===== src/design/sscb_pkg.sv =====
// ----------------------------------------------------------------------------
// sscb_pkg: shared types and constants for the scanline coverage bitmap
// Store geometry, action and register codes, controller/datapath
// interface structs, and the in-word range mask.
// ----------------------------------------------------------------------------
package sscb_pkg;

	localparam int WORDS = 33;
	localparam int AW    = $clog2(WORDS);
	localparam int NBITS = (WORDS - 1) * 32;
	localparam int PW    = $clog2(NBITS + 1);

	localparam logic [31:0] ALL_ONES = 32'hFFFF_FFFF;

	localparam logic [1:0] ACT_CLEAR = 2'd0;
	localparam logic [1:0] ACT_ADD   = 2'd1;
	localparam logic [1:0] ACT_READ  = 2'd2;
	localparam logic [1:0] ACT_NONE  = 2'd3;

	localparam logic [1:0] REG_LINE_START = 2'd0;
	localparam logic [1:0] REG_LINE_END   = 2'd1;
	localparam logic [1:0] REG_INV_SCALE  = 2'd2;

	localparam logic signed [15:0] LINE_START_RST = 16'sd0;
	localparam logic signed [15:0] LINE_END_RST   = 16'sd1024;
	localparam logic        [15:0] INV_SCALE_RST  = 16'd4096;
	localparam logic signed [15:0] EXT_LOW_RST    = LINE_END_RST;
	localparam logic signed [15:0] EXT_HIGH_RST   = LINE_START_RST + 16'sd1;

	typedef struct packed {
		logic load;
		logic clear;
		logic mul;
		logic geo;
		logic clamp;
		logic sweep;
		logic rd;
		logic out_load;
	} dp_cmd_t;

	typedef struct packed {
		logic empty;
		logic last;
	} dp_stat_t;

	// bits [lo, hi) of the line that fall in word w, first bit in the MSB
	function automatic logic [31:0] span_mask(input logic [PW-1:0] lo,
		input logic [PW-1:0] hi, input logic [AW-1:0] w);
		logic signed [PW:0] base;
		logic signed [PW:0] lo_r;
		logic signed [PW:0] hi_r;
		logic [5:0] lo_c;
		logic [5:0] hi_c;
		base = $signed((PW+1)'({w, 5'b0}));
		lo_r = $signed({1'b0, lo}) - base;
		hi_r = $signed({1'b0, hi}) - base;
		if (lo_r < 0) lo_c = 6'd0;
		else if (lo_r > 32) lo_c = 6'd32;
		else lo_c = lo_r[5:0];
		if (hi_r < 0) hi_c = 6'd0;
		else if (hi_r > 32) hi_c = 6'd32;
		else hi_c = hi_r[5:0];
		return (ALL_ONES >> lo_c) & ~(ALL_ONES >> hi_c);
	endfunction

endpackage


===== src/design/sscb_ctrl.sv =====
// ----------------------------------------------------------------------------
// sscb_ctrl: sequencing controller
// Steps each item through clear, span setup and word sweep, or read,
// and owns the input and result handshakes.
// ----------------------------------------------------------------------------
module sscb_ctrl (
	input  logic               clk,
	input  logic               arst_n,
	input  logic               item_valid,
	output logic               item_stall,
	input  logic [1:0]         action,
	output logic               result_valid,
	input  logic               result_stall,
	input  sscb_pkg::dp_stat_t stat,
	output sscb_pkg::dp_cmd_t  cmd
);

	import sscb_pkg::*;

	localparam logic [3:0] S_IDLE = 4'd0;
	localparam logic [3:0] S_CLR  = 4'd1;
	localparam logic [3:0] S_MUL  = 4'd2;
	localparam logic [3:0] S_GEO  = 4'd3;
	localparam logic [3:0] S_CLP  = 4'd4;
	localparam logic [3:0] S_SWP  = 4'd5;
	localparam logic [3:0] S_DRN  = 4'd6;
	localparam logic [3:0] S_RD   = 4'd7;
	localparam logic [3:0] S_FIN  = 4'd8;

	logic [3:0] state_q;
	logic [3:0] state_nxt;
	logic       res_valid_q;
	logic       accept;
	logic       out_free;

	assign accept   = item_valid && (state_q == S_IDLE);
	assign out_free = !res_valid_q || !result_stall;

	always_comb begin
		state_nxt = state_q;
		unique case (state_q)
			S_IDLE: begin
				if (item_valid) begin
					unique case (action)
						ACT_CLEAR: state_nxt = S_CLR;
						ACT_ADD:   state_nxt = S_MUL;
						ACT_READ:  state_nxt = S_RD;
						default:   state_nxt = S_FIN;
					endcase
				end
			end
			S_CLR: state_nxt = S_FIN;
			S_MUL: state_nxt = stat.empty ? S_FIN : S_GEO;
			S_GEO: state_nxt = S_CLP;
			S_CLP: state_nxt = S_SWP;
			S_SWP: begin
				if (stat.last) state_nxt = S_DRN;
			end
			S_DRN: state_nxt = S_FIN;
			S_RD:  state_nxt = S_FIN;
			S_FIN: begin
				if (out_free) state_nxt = S_IDLE;
			end
			default: state_nxt = S_IDLE;
		endcase
	end

	always_ff @(posedge clk or negedge arst_n) begin
		if (!arst_n) begin
			state_q     <= S_IDLE;
			res_valid_q <= 1'b0;
		end else begin
			state_q <= state_nxt;
			if (cmd.out_load) res_valid_q <= 1'b1;
			else if (!result_stall) res_valid_q <= 1'b0;
		end
	end

	always_comb begin
		cmd.load     = accept;
		cmd.clear    = (state_q == S_CLR);
		cmd.mul      = (state_q == S_MUL);
		cmd.geo      = (state_q == S_GEO);
		cmd.clamp    = (state_q == S_CLP);
		cmd.sweep    = (state_q == S_SWP);
		cmd.rd       = (state_q == S_RD);
		cmd.out_load = (state_q == S_FIN) && out_free;
	end

	assign item_stall   = (state_q != S_IDLE);
	assign result_valid = res_valid_q;

endmodule


===== config.mk =====
export PLATFORM = sky130hd
export DESIGN_NAME = sscb_ctrl
export DESIGN_NICKNAME = d
export VERILOG_FILES = /design/src/design/sscb_pkg.sv /design/src/design/sscb_ctrl.sv
export SDC_FILE = /design/constraint.sdc
export NUM_CORES = 1
export LEC_CHECK = 0
export ABC_CLOCK_PERIOD_IN_PS = 3300
export BUFFER_PORTS_ARGS = -buffer_cell sky130_fd_sc_hd__buf_2
export CORE_AREA = 8 8 45 47
export DETAILED_ROUTE_END_ITERATION = 10
export DIE_AREA = 0 0 53 55
export GPL_TIMING_DRIVEN = 0
export PLACE_DENSITY = 0.66
export SYNTH_ARGS = -nofsm -noshare
export SYNTH_HDL_FRONTEND = slang
export SYNTH_SLANG_ARGS = --single-unit

===== constraint.sdc =====
create_clock -name clk -period 3.3 [get_ports clk]
set_input_delay 0.66 -clock clk [delete_from_list [all_inputs] [get_ports clk]]
set_output_delay 0.66 -clock clk [all_outputs]
set_load 0.1 [all_outputs]

==> reports/results.ini <==
[grt]
grt_pass1_wl_um=1840
grt_start_max_net_pins=11
antenna_found_initial=0
grt_pass1_vias=432
grt_usage_pct=7.89
gr-total-overflow=0

[timing]
final.setup_skew_ns=0.00219
rsz0062_at_grt=false
worst_pin_slew_ns=0.490
maxSlewHeadroom_pct=67.6
setup_tns_ns=0
finalCritPeriodShare_pct=71.4
final_max_slew_viol_count=0
fin_crit_ns=2.36
setup-violations-final=0
hold_viol_final=0
fmax_ghz=0.425

[synthesis]
avgSynthCellArea_um2=8.23
syn_area_um2=444
yosys.area.top_type=dfrtp_1
ys_types=24
yosysMostFrequentCell=nor2_1
synth-main-ff-cell=dfrtp_1
synth_enable_flop_cells=0
synth_fp_nets=65
synthTopCellsByArea=dfrtp_1, ha_1, buf_6
yosysSeqAreaShare_pct=28.2
synth_cells=54
synth_warnings=0
synthArstFlopShare_pct=100
ys_ff_latch=5
yosys.area.top_type_share_pct=28.2
synth.top_cells.by_count=nor2_1, dfrtp_1

[setup_path]
start_kind=register
worstSetupPathType=register to primary output
crit_buf_inv=2
crit_slowest_cell=buf_2
path_max_fanout=10
critPathMaxStageDelay_ns=0.44
cp-startpoint=state_q[1]
cp_top_family=buffers and inverters
path_cells=buf_6 -> nor2_1 -> nand3b_1 -> a21oi_1 -> buf_2
reg2reg_from=state_q[0]
required_ns=2.64
end_kind=primary output
critPathArrivalTime_ns=1.70

[die]
die_area_um2=2920
die_x_um=53
pin_count=18
rows=14
coreArea_um2=1380
fp.dieH_um=55
initial_core_util_pct=32.1

[clocking]
cts.repair.resized=0
root_buffer=clkbuf_4
clock-sinks=5
clock_latency_ns=0.23
htreeDepth=1
cts.path.max_buffers=2
path_clk_slew_ns=0.04
cts_tree=yes
cts-hold-fix-buffers=0
cts_buffers=3
post-cts-setup-buffers=0

[detailed_routing]
vias=439
wl_per_cell_um=11.5
dr.first_iter.drc_count=1
drc=0
drt-total-wl_um=1050
via_per_inst=4.82
drtAntennaViolNets=0
drt_first_pass_iters=3

[placement]
place_hpwl_um=893
io_buffers=17
routabilityCongestion=0.759

[flow_run]
drv_cap=0

[cells_and_area]
drive_gt1_share_pct=36.0
regArea_um2=125
fin_nets=87
nFillCells=156
syn_to_final_growth_pct=29.6
multiInputGateArea_um2=263
diodes=0

[hold_path]
hold_path_class=input pin to asynchronous set/reset pin

[status]
status=finished clean

-- stage by stage --
stage | utilization (%) | hold WS, ns | worst slack, ns | instances | instance area, um2
after floorplan | - | 0.364 | 0.000643 | 54 | 444
after global placement | 39.7 | 0.475 | 1.20 | 87 | 549
after detailed placement | 39.7 | 0.478 | 1.19 | 87 | 549
after CTS | 41.6 | 0.228 | 0.931 | 91 | 576
after global routing | 41.6 | 0.228 | 0.759 | 91 | 576
final | 41.6 | 0.228 | 0.945 | 91 | 576
-- worst paths after layout --
path,endpoint,slack (ns),depth (start not counted)
hold reg to reg,result_valid,0.52,2
min in group clk,result_valid,0.52,2
hold / removal,state_q[2],0.23,1
setup / recovery,cmd[0],0.94,5
setup reg to reg,state_q[2],2.03,5
max in group asynchronous,state_q[0],2.94,1
-- worst register-to-register path: cells and delay by family, from the launching register on --
kind	cells	cell delay [ns]
buffers and inverters	1	0.14
AND/OR/NAND/NOR	3	0.55
AO/OA/AOI/OAI	1	0.13
flip-flops	1	0.37
-- per-layer routing --
metal / routed length (um) / global-route usage, % / vias to the layer above
met2: 555 / 15.2 / 9
met3: 64 / 1.34 / 0
met5: 0 / 0 / -
li1: - / - / 232
met1: 431 / 8.44 / 198
met4: 0 / 2.59 / 0
-- sequential cells by signal (all words and copies together), names as in the netlist --
name / flops
result_valid: 1
state_q: 4
-- cells by family after synthesis --
| logic type | synth area share, % |
|---|---|
| multiplexers | 2.25 |
| AO/OA/AOI/OAI | 16.1 |
| AND/OR/NAND/NOR | 32.4 |
| flip-flops | 28.2 |
| adder cells (fa/ha/maj) | 8.45 |
| buffers and inverters | 12.7 |
-- layout make-up --
cell class,count,area share (%)
multi-input cells,41,45.7
flip-flops and latches,5,21.7
clock buffers,4,4.57
inverters,4,2.61
plain buffers,4,7.17
repair buffers,17,14.8
well taps,16,3.48
-- layout by cell type, fill, tap and decap left out, types with 2 or more instances in the layout --
cell type,count
buf_2,17
nor2_1,8
dfrtp_1,5
inv_1,4
nand2_1,4
nor3_1,4
a21oi_1,4
buf_6,3
ha_1,3
clkbuf_4,3
and3_1,2
nand3b_1,2
or3_1,2
Power is not shown: default switching activity piles up to over one toggle a cycle in this logic, so the estimate is an artifact.
